[src/rtl/core/rrss_pkg.sv]
// ============================================================================
// rrss_pkg
// Shared types and constants for the round-robin slice scheduler.
// ============================================================================
package rrss_pkg;

    localparam int TID_W   = 5;
    localparam int CMD_W   = 3;
    localparam int SLICE_W = 16;
    localparam int CNT_W   = 32;
    localparam int RCNT_W  = 6;

    localparam logic [SLICE_W-1:0] SLICE_RESET = 16'd10;

    typedef enum logic [CMD_W-1:0] {
        CMD_TICK   = 3'd0,
        CMD_ADD    = 3'd1,
        CMD_REMOVE = 3'd2,
        CMD_YIELD  = 3'd3,
        CMD_START  = 3'd4,
        CMD_STOP   = 3'd5
    } cmd_t;

    typedef enum logic [3:0] {
        ST_IDLE,
        ST_EXEC,
        ST_RESCHED,
        ST_UNLINK_A,
        ST_UNLINK_B,
        ST_SWITCH,
        ST_APPEND_A,
        ST_APPEND_B,
        ST_TAKE,
        ST_RT_LOAD,
        ST_FINISH
    } state_t;

    // One link table entry
    typedef struct packed {
        logic [TID_W-1:0] prev;
        logic [TID_W-1:0] next;
    } link_ent_t;

    // Link table write request, with a strobe per field
    typedef struct packed {
        logic             we_next;
        logic             we_prev;
        logic [TID_W-1:0] id;
        link_ent_t        ent;
    } link_wr_t;

    // Runtime table write request
    typedef struct packed {
        logic             en;
        logic [TID_W-1:0] id;
        logic [CNT_W-1:0] data;
    } rt_wr_t;

endpackage

[src/rtl/core/rrss_link_mem.sv]
// ============================================================================
// rrss_link_mem
// Ready-queue link table: next and prev per thread, one write and one read
// port, registered read data.
// ============================================================================
module rrss_link_mem
    import rrss_pkg::*;
#(
    parameter int MAX_THREADS = 32
)
(
    input  logic                 clk,
    input  link_wr_t             wr,
    input  logic                 rd_en,
    input  logic [TID_W-1:0]     rd_id,
    output link_ent_t            rd_data
);

    localparam int IDX_W = $clog2(MAX_THREADS);

    logic [TID_W-1:0] next_mem [MAX_THREADS];
    logic [TID_W-1:0] prev_mem [MAX_THREADS];
    link_ent_t        rd_data_reg;

    always_ff @(posedge clk)
    begin
        if (wr.we_next)
        begin
            next_mem[IDX_W'(wr.id)] <= wr.ent.next;
        end
        if (wr.we_prev)
        begin
            prev_mem[IDX_W'(wr.id)] <= wr.ent.prev;
        end
        // hold read data between reads
        if (rd_en)
        begin
            rd_data_reg.next <= next_mem[IDX_W'(rd_id)];
            rd_data_reg.prev <= prev_mem[IDX_W'(rd_id)];
        end
    end

    assign rd_data = rd_data_reg;

endmodule

[src/rtl/core/rrss_rt_mem.sv]
// ============================================================================
// rrss_rt_mem
// Per-thread runtime table with a valid bit per entry; an entry never
// written reads as zero.
// ============================================================================
module rrss_rt_mem
    import rrss_pkg::*;
#(
    parameter int MAX_THREADS = 32
)
(
    input  logic                 clk,
    input  logic                 rst_n,
    input  rt_wr_t               wr,
    input  logic                 rd_en,
    input  logic [TID_W-1:0]     rd_id,
    output logic [CNT_W-1:0]     rd_data
);

    localparam int IDX_W = $clog2(MAX_THREADS);

    logic [CNT_W-1:0]       rt_mem [MAX_THREADS];
    logic [MAX_THREADS-1:0] vld_reg;
    logic [CNT_W-1:0]       rd_raw_reg;
    logic                   rd_vld_reg;

    always_ff @(posedge clk)
    begin
        if (wr.en)
        begin
            rt_mem[IDX_W'(wr.id)] <= wr.data;
        end
        if (rd_en)
        begin
            rd_raw_reg <= rt_mem[IDX_W'(rd_id)];
        end
    end

    always_ff @(posedge clk or negedge rst_n)
    begin
        if (!rst_n)
        begin
            vld_reg    <= '0;
            rd_vld_reg <= 1'b0;
        end
        else
        begin
            if (wr.en)
            begin
                vld_reg[IDX_W'(wr.id)] <= 1'b1;
            end
            if (rd_en)
            begin
                rd_vld_reg <= vld_reg[IDX_W'(rd_id)];
            end
        end
    end

    // unwritten entries read as zero
    assign rd_data = rd_vld_reg ? rd_raw_reg : '0;

endmodule

[src/rtl/core/round_robin_slice_scheduler_core.sv]
// ============================================================================
// round_robin_slice_scheduler_core
// Round-robin time-slice thread scheduler with a linked-list ready queue.
// Sequencing: stop, ticks while stopped and ignored commands go straight from
//   execute to the status word; a tick that unlinks the head, requeues the old
//   thread and loads the new runtime does so before its status word.
// Flow: one command in work at a time; the next word is taken only once the
//   status word is in the output register, which can stall on m_tready.
// Reset: asynchronous; control state, queue flags and runtime valid bits
//   clear at once, no clearing pass; slice_length returns to 10.
// ============================================================================
module round_robin_slice_scheduler_core
    import rrss_pkg::*;
#(
    parameter int MAX_THREADS = 32
)
(
    input  logic         clk,
    input  logic         rst_n,

    // configuration: slice_length
    input  logic         cfg_valid,
    output logic         cfg_ready,
    input  logic [15:0]  cfg_data,

    // command words
    input  logic         s_tvalid,
    output logic         s_tready,
    input  logic [7:0]   s_tdata,   // thread_id[4:0], thread_ready[5], current_runnable[6]
    input  logic [2:0]   s_tuser,   // cmd[2:0]

    // status words
    output logic         m_tvalid,
    input  logic         m_tready,
    output logic [127:0] m_tdata    // has_current[0], current_thread[5:1], switched[6],
                                    // none_ready[7], slice_left[23:8], queue_depth[29:24],
                                    // current_runtime[61:30], switch_total[93:62],
                                    // tick_total[125:94]
);

    localparam int QCNT_W = $clog2(MAX_THREADS + 1);
    localparam int IDX_W  = $clog2(MAX_THREADS);

    // ------------------------------------------------------------------------
    // Registers
    // ------------------------------------------------------------------------
    state_t                 state_reg,   state_next;
    logic [SLICE_W-1:0]     slen_reg,    slen_next;
    logic                   running_reg, running_next;
    logic                   cur_vld_reg, cur_vld_next;
    logic [TID_W-1:0]       cur_id_reg,  cur_id_next;
    logic [SLICE_W-1:0]     slice_reg,   slice_next;
    logic [TID_W-1:0]       head_reg,    head_next;
    logic [TID_W-1:0]       tail_reg,    tail_next;
    logic [QCNT_W-1:0]      qcnt_reg,    qcnt_next;
    logic [MAX_THREADS-1:0] inq_reg,     inq_next;
    logic [CNT_W-1:0]       sw_tot_reg,  sw_tot_next;
    logic [CNT_W-1:0]       tk_tot_reg,  tk_tot_next;
    logic [CNT_W-1:0]       cur_rt_reg,  cur_rt_next;

    // latched command word
    cmd_t                   cmd_reg,     cmd_next;
    logic [TID_W-1:0]       tid_reg,     tid_next;
    logic                   trdy_reg,    trdy_next;
    logic                   runn_reg,    runn_next;

    // sequencer scratch
    logic [TID_W-1:0]       tgt_reg,     tgt_next;     // thread being unlinked
    logic [TID_W-1:0]       app_reg,     app_next;     // thread being appended
    logic                   rs_reg,      rs_next;      // work belongs to a reschedule
    logic                   sw_reg,      sw_next;
    logic                   empty_reg,   empty_next;

    // output register
    logic                   ov_reg,      ov_next;
    logic [127:0]           od_reg,      od_next;

    // ------------------------------------------------------------------------
    // Memories
    // ------------------------------------------------------------------------
    link_wr_t           link_wr;
    logic               link_rd_en;
    logic [TID_W-1:0]   link_rd_id;
    link_ent_t          link_rd;

    rt_wr_t             rt_wr;
    logic               rt_rd_en;
    logic [TID_W-1:0]   rt_rd_id;
    logic [CNT_W-1:0]   rt_rd;

    rrss_link_mem #(.MAX_THREADS(MAX_THREADS)) u_link_mem
    (
        .clk     (clk),
        .wr      (link_wr),
        .rd_en   (link_rd_en),
        .rd_id   (link_rd_id),
        .rd_data (link_rd)
    );

    rrss_rt_mem #(.MAX_THREADS(MAX_THREADS)) u_rt_mem
    (
        .clk     (clk),
        .rst_n   (rst_n),
        .wr      (rt_wr),
        .rd_en   (rt_rd_en),
        .rd_id   (rt_rd_id),
        .rd_data (rt_rd)
    );

    // ------------------------------------------------------------------------
    // Ports
    // ------------------------------------------------------------------------
    assign cfg_ready = 1'b1;
    assign s_tready  = (state_reg == ST_IDLE);
    assign m_tvalid  = ov_reg;
    assign m_tdata   = od_reg;

    // ------------------------------------------------------------------------
    // Sequencer
    // ------------------------------------------------------------------------
    logic               tid_ok;
    logic [SLICE_W-1:0] slice_dec;
    logic [CNT_W-1:0]   rt_inc;
    logic               out_free;

    always_comb
    begin
        state_next   = state_reg;
        slen_next    = slen_reg;
        running_next = running_reg;
        cur_vld_next = cur_vld_reg;
        cur_id_next  = cur_id_reg;
        slice_next   = slice_reg;
        head_next    = head_reg;
        tail_next    = tail_reg;
        qcnt_next    = qcnt_reg;
        inq_next     = inq_reg;
        sw_tot_next  = sw_tot_reg;
        tk_tot_next  = tk_tot_reg;
        cur_rt_next  = cur_rt_reg;
        cmd_next     = cmd_reg;
        tid_next     = tid_reg;
        trdy_next    = trdy_reg;
        runn_next    = runn_reg;
        tgt_next     = tgt_reg;
        app_next     = app_reg;
        rs_next      = rs_reg;
        sw_next      = sw_reg;
        empty_next   = empty_reg;
        ov_next      = ov_reg;
        od_next      = od_reg;

        link_wr      = '0;
        link_rd_en   = 1'b0;
        link_rd_id   = '0;
        rt_wr        = '0;
        rt_rd_en     = 1'b0;
        rt_rd_id     = '0;

        tid_ok    = (32'(tid_reg) < MAX_THREADS);
        slice_dec = (slice_reg != '0) ? slice_reg - 1'b1 : slice_reg;
        rt_inc    = cur_rt_reg + 1'b1;
        out_free  = !ov_reg || m_tready;

        // drop the status word once taken
        if (ov_reg && m_tready)
        begin
            ov_next = 1'b0;
        end

        if (cfg_valid)
        begin
            slen_next = cfg_data;
        end

        case (state_reg)
            ST_IDLE:
            begin
                if (s_tvalid)
                begin
                    cmd_next   = cmd_t'(s_tuser);
                    tid_next   = s_tdata[4:0];
                    trdy_next  = s_tdata[5];
                    runn_next  = s_tdata[6];
                    sw_next    = 1'b0;
                    empty_next = 1'b0;
                    state_next = ST_EXEC;
                end
            end

            ST_EXEC:
            begin
                state_next = ST_FINISH;
                case (cmd_reg)
                    CMD_TICK:
                    begin
                        if (running_reg)
                        begin
                            tk_tot_next = tk_tot_reg + 1'b1;
                            if (!cur_vld_reg)
                            begin
                                state_next = ST_RESCHED;
                            end
                            else
                            begin
                                // write-through of the cached runtime
                                cur_rt_next = rt_inc;
                                rt_wr.en    = 1'b1;
                                rt_wr.id    = cur_id_reg;
                                rt_wr.data  = rt_inc;
                                slice_next  = slice_dec;
                                if (slice_dec == '0)
                                begin
                                    state_next = ST_RESCHED;
                                end
                            end
                        end
                    end
                    CMD_ADD:
                    begin
                        if (trdy_reg && tid_ok && !inq_reg[IDX_W'(tid_reg)])
                        begin
                            app_next   = tid_reg;
                            rs_next    = 1'b0;
                            state_next = ST_APPEND_A;
                        end
                    end
                    CMD_REMOVE:
                    begin
                        if (tid_ok && inq_reg[IDX_W'(tid_reg)])
                        begin
                            link_rd_en = 1'b1;
                            link_rd_id = tid_reg;
                            tgt_next   = tid_reg;
                            rs_next    = 1'b0;
                            state_next = ST_UNLINK_A;
                        end
                    end
                    CMD_YIELD:
                    begin
                        if (running_reg)
                        begin
                            if (cur_vld_reg)
                            begin
                                slice_next = '0;
                            end
                            state_next = ST_RESCHED;
                        end
                    end
                    CMD_START:
                    begin
                        running_next = 1'b1;
                        state_next   = ST_RESCHED;
                    end
                    CMD_STOP:
                    begin
                        running_next = 1'b0;
                    end
                    default:
                    begin
                        state_next = ST_FINISH;
                    end
                endcase
            end

            ST_RESCHED:
            begin
                if (qcnt_reg == '0)
                begin
                    empty_next = 1'b1;
                    state_next = ST_FINISH;
                end
                else
                begin
                    // pull the head; its links arrive next cycle
                    link_rd_en = 1'b1;
                    link_rd_id = head_reg;
                    tgt_next   = head_reg;
                    rs_next    = 1'b1;
                    state_next = ST_UNLINK_A;
                end
            end

            ST_UNLINK_A:
            begin
                if (tgt_reg == head_reg)
                begin
                    head_next = link_rd.next;
                end
                else
                begin
                    link_wr.we_next  = 1'b1;
                    link_wr.id       = link_rd.prev;
                    link_wr.ent.next = link_rd.next;
                end
                state_next = ST_UNLINK_B;
            end

            ST_UNLINK_B:
            begin
                if (tgt_reg == tail_reg)
                begin
                    tail_next = link_rd.prev;
                end
                else
                begin
                    link_wr.we_prev  = 1'b1;
                    link_wr.id       = link_rd.next;
                    link_wr.ent.prev = link_rd.prev;
                end
                inq_next[IDX_W'(tgt_reg)] = 1'b0;
                qcnt_next  = qcnt_reg - 1'b1;
                state_next = rs_reg ? ST_SWITCH : ST_FINISH;
            end

            ST_SWITCH:
            begin
                if (cur_vld_reg && (cur_id_reg == tgt_reg))
                begin
                    // same thread picked again: reload only
                    slice_next = slen_reg;
                    state_next = ST_FINISH;
                end
                else if (cur_vld_reg && runn_reg && !inq_reg[IDX_W'(cur_id_reg)])
                begin
                    app_next   = cur_id_reg;
                    state_next = ST_APPEND_A;
                end
                else
                begin
                    state_next = ST_TAKE;
                end
            end

            ST_APPEND_A:
            begin
                link_wr.we_next  = 1'b1;
                link_wr.we_prev  = 1'b1;
                link_wr.id       = app_reg;
                link_wr.ent.prev = tail_reg;
                link_wr.ent.next = '0;
                if (qcnt_reg == '0)
                begin
                    head_next                 = app_reg;
                    tail_next                 = app_reg;
                    inq_next[IDX_W'(app_reg)] = 1'b1;
                    qcnt_next                 = qcnt_reg + 1'b1;
                    state_next                = rs_reg ? ST_TAKE : ST_FINISH;
                end
                else
                begin
                    state_next = ST_APPEND_B;
                end
            end

            ST_APPEND_B:
            begin
                link_wr.we_next           = 1'b1;
                link_wr.id                = tail_reg;
                link_wr.ent.next          = app_reg;
                tail_next                 = app_reg;
                inq_next[IDX_W'(app_reg)] = 1'b1;
                qcnt_next                 = qcnt_reg + 1'b1;
                state_next                = rs_reg ? ST_TAKE : ST_FINISH;
            end

            ST_TAKE:
            begin
                cur_vld_next = 1'b1;
                cur_id_next  = tgt_reg;
                slice_next   = slen_reg;
                sw_tot_next  = sw_tot_reg + 1'b1;
                sw_next      = 1'b1;
                rt_rd_en     = 1'b1;
                rt_rd_id     = tgt_reg;
                state_next   = ST_RT_LOAD;
            end

            ST_RT_LOAD:
            begin
                cur_rt_next = rt_rd;
                state_next  = ST_FINISH;
            end

            ST_FINISH:
            begin
                // wait for the output register to free up
                if (out_free)
                begin
                    ov_next    = 1'b1;
                    od_next    = {2'b00,
                                  tk_tot_reg,
                                  sw_tot_reg,
                                  cur_vld_reg ? cur_rt_reg : {CNT_W{1'b0}},
                                  RCNT_W'(qcnt_reg),
                                  slice_reg,
                                  empty_reg,
                                  sw_reg,
                                  cur_vld_reg ? cur_id_reg : {TID_W{1'b0}},
                                  cur_vld_reg};
                    state_next = ST_IDLE;
                end
            end

            default:
            begin
                state_next = ST_IDLE;
            end
        endcase
    end

    // ------------------------------------------------------------------------
    // Control registers
    // ------------------------------------------------------------------------
    always_ff @(posedge clk or negedge rst_n)
    begin
        if (!rst_n)
        begin
            state_reg   <= ST_IDLE;
            slen_reg    <= SLICE_RESET;
            running_reg <= 1'b0;
            cur_vld_reg <= 1'b0;
            cur_id_reg  <= '0;
            slice_reg   <= '0;
            head_reg    <= '0;
            tail_reg    <= '0;
            qcnt_reg    <= '0;
            inq_reg     <= '0;
            sw_tot_reg  <= '0;
            tk_tot_reg  <= '0;
            cur_rt_reg  <= '0;
            rs_reg      <= 1'b0;
            sw_reg      <= 1'b0;
            empty_reg   <= 1'b0;
            ov_reg      <= 1'b0;
        end
        else
        begin
            state_reg   <= state_next;
            slen_reg    <= slen_next;
            running_reg <= running_next;
            cur_vld_reg <= cur_vld_next;
            cur_id_reg  <= cur_id_next;
            slice_reg   <= slice_next;
            head_reg    <= head_next;
            tail_reg    <= tail_next;
            qcnt_reg    <= qcnt_next;
            inq_reg     <= inq_next;
            sw_tot_reg  <= sw_tot_next;
            tk_tot_reg  <= tk_tot_next;
            cur_rt_reg  <= cur_rt_next;
            rs_reg      <= rs_next;
            sw_reg      <= sw_next;
            empty_reg   <= empty_next;
            ov_reg      <= ov_next;
        end
    end

    // ------------------------------------------------------------------------
    // Payload registers
    // ------------------------------------------------------------------------
    always_ff @(posedge clk)
    begin
        cmd_reg  <= cmd_next;
        tid_reg  <= tid_next;
        trdy_reg <= trdy_next;
        runn_reg <= runn_next;
        tgt_reg  <= tgt_next;
        app_reg  <= app_next;
        od_reg   <= od_next;
    end

endmodule
[config.mk]
export PLATFORM = sky130hd
export DESIGN_NAME = round_robin_slice_scheduler_core
export DESIGN_NICKNAME = d
export VERILOG_FILES = /design/src/rtl/core/rrss_pkg.sv /design/src/rtl/core/rrss_link_mem.sv /design/src/rtl/core/rrss_rt_mem.sv /design/src/rtl/core/round_robin_slice_scheduler_core.sv
export SDC_FILE = /design/constraint.sdc
export NUM_CORES = 2
export LEC_CHECK = 0
export BUFFER_PORTS_ARGS = -buffer_cell sky130_fd_sc_hd__clkbuf_2
export CORE_MARGIN = 4
export CORE_UTILIZATION = 50
export DETAILED_ROUTE_END_ITERATION = 12
export PLACE_DENSITY = 0.69
export SYNTH_ARGS = -nofsm -noshare
export SYNTH_HDL_FRONTEND = slang
export SYNTH_HIERARCHICAL = 1
export SYNTH_SLANG_ARGS = --single-unit
export TNS_END_PERCENT = 100
[constraint.sdc]
create_clock -name clk -period 9.8 [get_ports clk]
set_clock_uncertainty 0.1 [all_clocks]
set_input_delay 1.47 -clock clk [delete_from_list [all_inputs] [get_ports clk]]
set_output_delay 1.47 -clock clk [all_outputs]
set_load 0.03 [all_outputs]
Yosys cells after proc, flatten, opt, wreduce, memory -nomap -nowiden
Memory sizes are Yosys's and may differ from the RTL's. A register that Yosys moved wholly into a read port is not among the register bits.
Cells that the tools add are included.
{"block": "word_totals", "ff_bits": 370, "latch_bits": 0, "ram_bits": 1344, "rom_bits": 0, "input_bits": 32, "out_inout_bits": 131, "elab_cells": 235, "n_memories": 3}
{"block": "op_classes", "addsub": 6, "n_mul": 0, "div": 0, "order_cmp": 9, "eq_ne": 43, "shift": 0, "mux": 101, "bitwise_logic": 4, "reduce_logical": 42}
{"memory": "u_rt_mem.rt_mem", "words": 32, "word_bits": 32, "read_ports": 1, "rd_clocked_by_memory_dff": 1, "wr": 1, "line_no": "rrss_rt_mem.sv:22", "source": "logic [CNT_W-1:0] rt_mem [MAX_THREADS];"}
{"memory": "u_link_mem.next_mem", "words": 32, "word_bits": 5, "read_ports": 1, "rd_clocked_by_memory_dff": 1, "wr": 1, "line_no": "rrss_link_mem.sv:21", "source": "logic [TID_W-1:0] next_mem [MAX_THREADS];"}
{"memory": "u_link_mem.prev_mem", "words": 32, "word_bits": 5, "read_ports": 1, "rd_clocked_by_memory_dff": 1, "wr": 1, "line_no": "rrss_link_mem.sv:22", "source": "logic [TID_W-1:0] prev_mem [MAX_THREADS];"}
{"op": "32-bit two-way mux", "count": 5}
{"op": "38-bit two-way mux", "count": 4}
{"op": "32-bit by 1-bit adder with 32-bit output (second input constant)", "count": 3}
{"op": "16-bit two-way mux", "count": 6}
{"op": "32-bit case mux with 3 select lines", "count": 1}
{"op": "5-bit two-way mux", "count": 16}
{"op": "32-bit bitwise OR", "count": 2}
{"op": "32-bit case mux with 2 select lines", "count": 1}
{"op": "5-bit case mux with 2 select lines", "count": 6}
{"op": "4-bit two-way mux", "count": 13}
{"op": "16-bit case mux with 3 select lines", "count": 1}
{"op": "4-bit case mux with 11 select lines", "count": 1}
{"op": "5-bit by 6-bit less-than comparator with 1-bit output (second input constant)", "count": 6}
{"op": "32-bit AND", "count": 1}
{"op": "32-bit inverter", "count": 1}
{"op": "16-bit case mux with 2 select lines", "count": 1}
{"op": "2-bit != test (second input constant)", "count": 14}
{"op": "1-bit two-way mux", "count": 25}
{"op": "4-bit case mux with 5 select lines", "count": 1}
{"op": "5-bit case mux with 4 select lines", "count": 1}
{"op": "3-bit != test (second input constant)", "count": 6}
{"op": "6-bit case mux with 3 select lines", "count": 1}
{"op": "4-bit by 3-bit == test with 1-bit output (second input constant)", "count": 4}
{"op": "16-bit logical NOT", "count": 1}
{"op": "other kinds (36)", "count": 84}

Longest topological paths before layout
{"block": "logic_depth", "ltp_word": 10, "depth_mapped": 16, "depth_no_buf": 11}

Cells and area by module
Netlist, hierarchy kept.
{"module": "rrss_rt_mem", "instances": 1, "cells_each": 1672, "area_per_inst_um2": 41411.0, "seq_area_each_um2": 32536.2}
{"module": "round_robin_slice_scheduler_core", "instances": 1, "cells_each": 1445, "area_per_inst_um2": 15999.1, "seq_area_each_um2": 9166.3}
{"module": "rrss_link_mem", "instances": 1, "cells_each": 777, "area_per_inst_um2": 13252.7, "seq_area_each_um2": 9909.5}

Least setup slack after synthesis
OpenSTA, ideal clock, no wires.
{"block": "synth_path", "path_kind": "input-to-reg", "from": "input m_tready", "to": "register od_reg[0] (netlist: m_tdata[0]), enable pin", "setup_ns": 0.791, "t_arrival_ns": 10.730, "t_required_ns": 8.909, "path_slack_ns": -1.821, "cell_stages": 2, "n_path_buf": 0, "path_cell_list": "nand2b_1 -> nor3b_1"}
{"block": "synth_via", "elab_chain_len": 2}
{"element": "from (decl)", "line_no": "round_robin_slice_scheduler_core.sv:34", "source": "input logic m_tready,"}
{"element": "1-bit logical OR", "line_no": "round_robin_slice_scheduler_core.sv:163", "source": "out_free = !ov_reg || m_tready;"}
{"element": "2-bit AND reduction (no source line)"}
{"element": "to (signal assigned)", "line_no": "round_robin_slice_scheduler_core.sv:470", "source": "od_reg <= od_next;"}
{"element": "to (decl)", "line_no": "round_robin_slice_scheduler_core.sv:76", "source": "logic [127:0] od_reg, od_next;"}
No other way between the ends.
A chain may end at the register's enable or synchronous reset.

==> impl_results.md <==
- Status: complete, no violations
- Vias in the first global route: 37254
- Largest net degree at the start of global routing: 149
- Largest register FFs: 1024
- Grt met3 use: 0.04906
- Slew Viols, Final: 0
- Post-CTS sizing: 0
- WP data required: 10.12 ns
- Clock Path Buffers: 3
- Pre-CTS WS: 4.303 ns
- Setup crit end kind: register
- Post-CTS Setup Inserts: 0
- Worst rel slew slack: 0.1966
- Met2 GRT Util: 0.3527
- RSZ-0062 raised after global routing: no
- Final instance area: 0.07956 mm²
- Vias: 37287
- TritonCTS clock tree: yes
- First-pass GRT wire length: 242000 µm
- Worst Setup Path Type: reg -> reg
- FP Rows: 137
- Period utilization: 0.5731
- Max_cap viols: 0
- Layout cell share with drive strength beyond 1: 0.2413
- Largest regs: u_rt_mem/rt_mem (1024), u_link_mem/next_mem (160), u_link_mem/prev_mem (160)
- Clock-pin transition on the worst setup and hold timing paths: 0.06 ns
- Fillers: 10477
- Synth Flop Type: edfxtp_1
- CTS Root Cell: clkbuf_16
- Register area share after synthesis: 0.7304
- Initial antenna violation count: 6
- Area of the core: 0.1399 mm²
- DRC errors left: 0
- H-Tree Depth: 4
- PwrDens: 240.0 mW/mm²
- Maximum clock frequency: 0.1781 GHz
- Hold Vio Cnt, Final: 0
- Drt first pass iters: 5
- Most flops, register: u_rt_mem/rt_mem
- Final setup margin: 4.184 ns
- Setup crit start kind: register
- Synth cell types: 76
- Cell Area, Placed: 0.07385 mm²
- Slowest stage delay, CP: 0.86 ns
- Critical path fanouts, max: 33
- Worst Max-Slew Pin Slew: 1.205 ns
- CTS Sinks: 1756
- Syn Area/Cell: 18.15 µm²
- Peak VDD IR: 0.2502 mV
- Overall routing resource usage: 0.2212
- Average vias per placed instance: 6.065
- Worst-skew pair later-pin latency: 0.79 ns
- Placed Instances: 5824
- Setup TNS: 0 ns
- Die X: 383.9 µm
- Post-synth EDFFs: 1532
- Final setup viols: 0
- Met1 usage: 0.3113
- First DRT Iteration DRCs: 4390
- Drt wl/cell: 26.49 µm
- Starting Density: 0.5052
- Layout area overhead: 12.59%
- Final nets: 4168
- Remaining antenna violation count: 0
- Gr busiest metal: met2
- Post-Route WL: 162900 µm
- FF+latch count, synth: 1756
- HP Class: reg -> reg
- Final non-filler cell total: 6148
- Mapped Cells: 3894
- Synth area leader: edfxtp_1
- Die area: 0.1474 mm²
- I/O Buffers: 158
- Synth warnings: 6
- Placer Congestion: 0.8307
- Ports: 163
- CTS Buf Count: 176
- Asr flop ratio synth: 0.1276
- Post-synth top area share: 0.6510
- Slowest stage cell on the critical path: dfrtp_1
- CP cell instances: or4b_1, nor3_2, and2_1, buf_4, nand2_1, buf_4, nor2_1, or3b_2, nor2_4, buf_4
- Worst EP arrival: 5.94 ns
- Post-synthesis cell area: 0.07066 mm²
- Synth top area cells: edfxtp_1, mux4_2, dfrtp_1
- CP most frequent cell: buf_4
- HPWL after detailed placement: 91510 µm
- Leak pwr: 23.24 nW
- Tmin final: 5.616 ns
- # hold bufs at CTS: 0
- Die Ht: 383.9 µm
- Overflow after GRT: 0
[kinds of logic after synthesis]
| family | after synthesis | synth area share |
|---|---|---|
| flip-flops | 1756 | 0.7304 |
| AND/OR/NAND/NOR | 772 | 0.05586 |
| multiplexers | 598 | 0.1445 |
| AO/OA/AOI/OAI | 406 | 0.03589 |
| buffers and inverters | 236 | 0.01725 |
| XOR/XNOR | 114 | 0.01413 |
| adder cells (fa/ha/maj) | 10 | 0.001877 |
| other | 2 | 0.0001063 |
[where the power goes]
group	internal [mW]	total (mW)	switching, mW
clock	3.78	6.61	2.83
combinational	1.29	3.47	2.18
sequential	8.56	9.01	0.456
[critical path: cells and delay by family (launching register included)]
kind,cells,cell delay (ns)
simple gates,7,3.15
flops,1,0.86
buf+inv,3,1.06
[through the flow]
stage	hold slack, ns	utilization	power, mW
2_1_floorplan	0.3231	-	11.61
3_3_place_gp	0.3367	0.5279	12.59
3_5_place_dp	0.3464	0.5279	12.62
4_1_cts	0.3598	0.5687	19.23
5_1_grt	0.3714	0.5688	19.84
6_report	0.3642	0.5688	19.09
[cell usage in the layout (no fill, tap or decap), drive strengths merged, types with 20 or more instances in the layout]
cell / synthesis / layout
edfxtp: 1532 / 1532
clkbuf: 122 / 382
mux4: 331 / 331
nor2: 251 / 251
dfrtp: 222 / 222
mux2i: 201 / 201
o21ai: 126 / 126
nand2: 123 / 123
buf: 89 / 107
a21oi: 95 / 95
xnor2: 80 / 80
nand3: 76 / 76
and2: 75 / 75
clkinv: 1 / 71
mux2: 66 / 66
a22oi: 64 / 64
or2: 44 / 44
nand4: 36 / 36
nor3: 36 / 36
xor2: 34 / 34
a22o: 33 / 33
inv: 24 / 33
and3: 28 / 28
a31oi: 20 / 20
[final cells by class]
type | instances | area (µm²) | share of cell area
Antenna cell | 3 | 7.507 | 0.00009436
Clock buffer | 225 | 4691 | 0.05896
Clock inverter | 96 | 1012 | 0.01272
Inverter | 25 | 93.84 | 0.001180
Multi-Input combinational cell | 1903 | 18160 | 0.2282
Sequential cell | 1756 | 51610 | 0.6487
Tap cell | 1876 | 2347 | 0.02950
Timing Repair Buffer | 264 | 1634 | 0.02054
[cells in the mapped netlist (all sizes together) (19+ instances only)]
cell and count:
a21oi 95, a22o 33, a22oi 64, a31oi 20, and2 75, and3 28, buf 89, clkbuf 122
dfrtp 222, edfxtp 1532, inv 24, mux2 66, mux2i 201, mux4 331, nand2 123, nand2b 19
nand3 76, nand4 36, nor2 251, nor3 36, o21ai 126, or2 44, xnor2 80, xor2 34
[final timing paths]
path	from	to	slack [ns]	cells past startpoint
max	state_reg[0]	u_rt_mem/rt_mem[8][19]	4.18	10
min	sw_tot_reg[31]	sw_tot_reg[31]	0.36	1
max reg2reg	state_reg[0]	u_rt_mem/rt_mem[8][19]	4.18	10
min reg2reg	sw_tot_reg[31]	sw_tot_reg[31]	0.36	1
max in group asynchronous	rst_n	cur_rt_reg[4]	6.74	3
min in group asynchronous	rst_n	tk_tot_reg[26]	0.62	1
[per-layer routing]
metal / part of all wire / vias up
li1: - / 15907
met1: 0.41 / 19471
met2: 0.48 / 1655
met3: 0.089 / 254
met4: 0.022 / 0
met5: 0 / -
(Power assumes the default switching activity.)
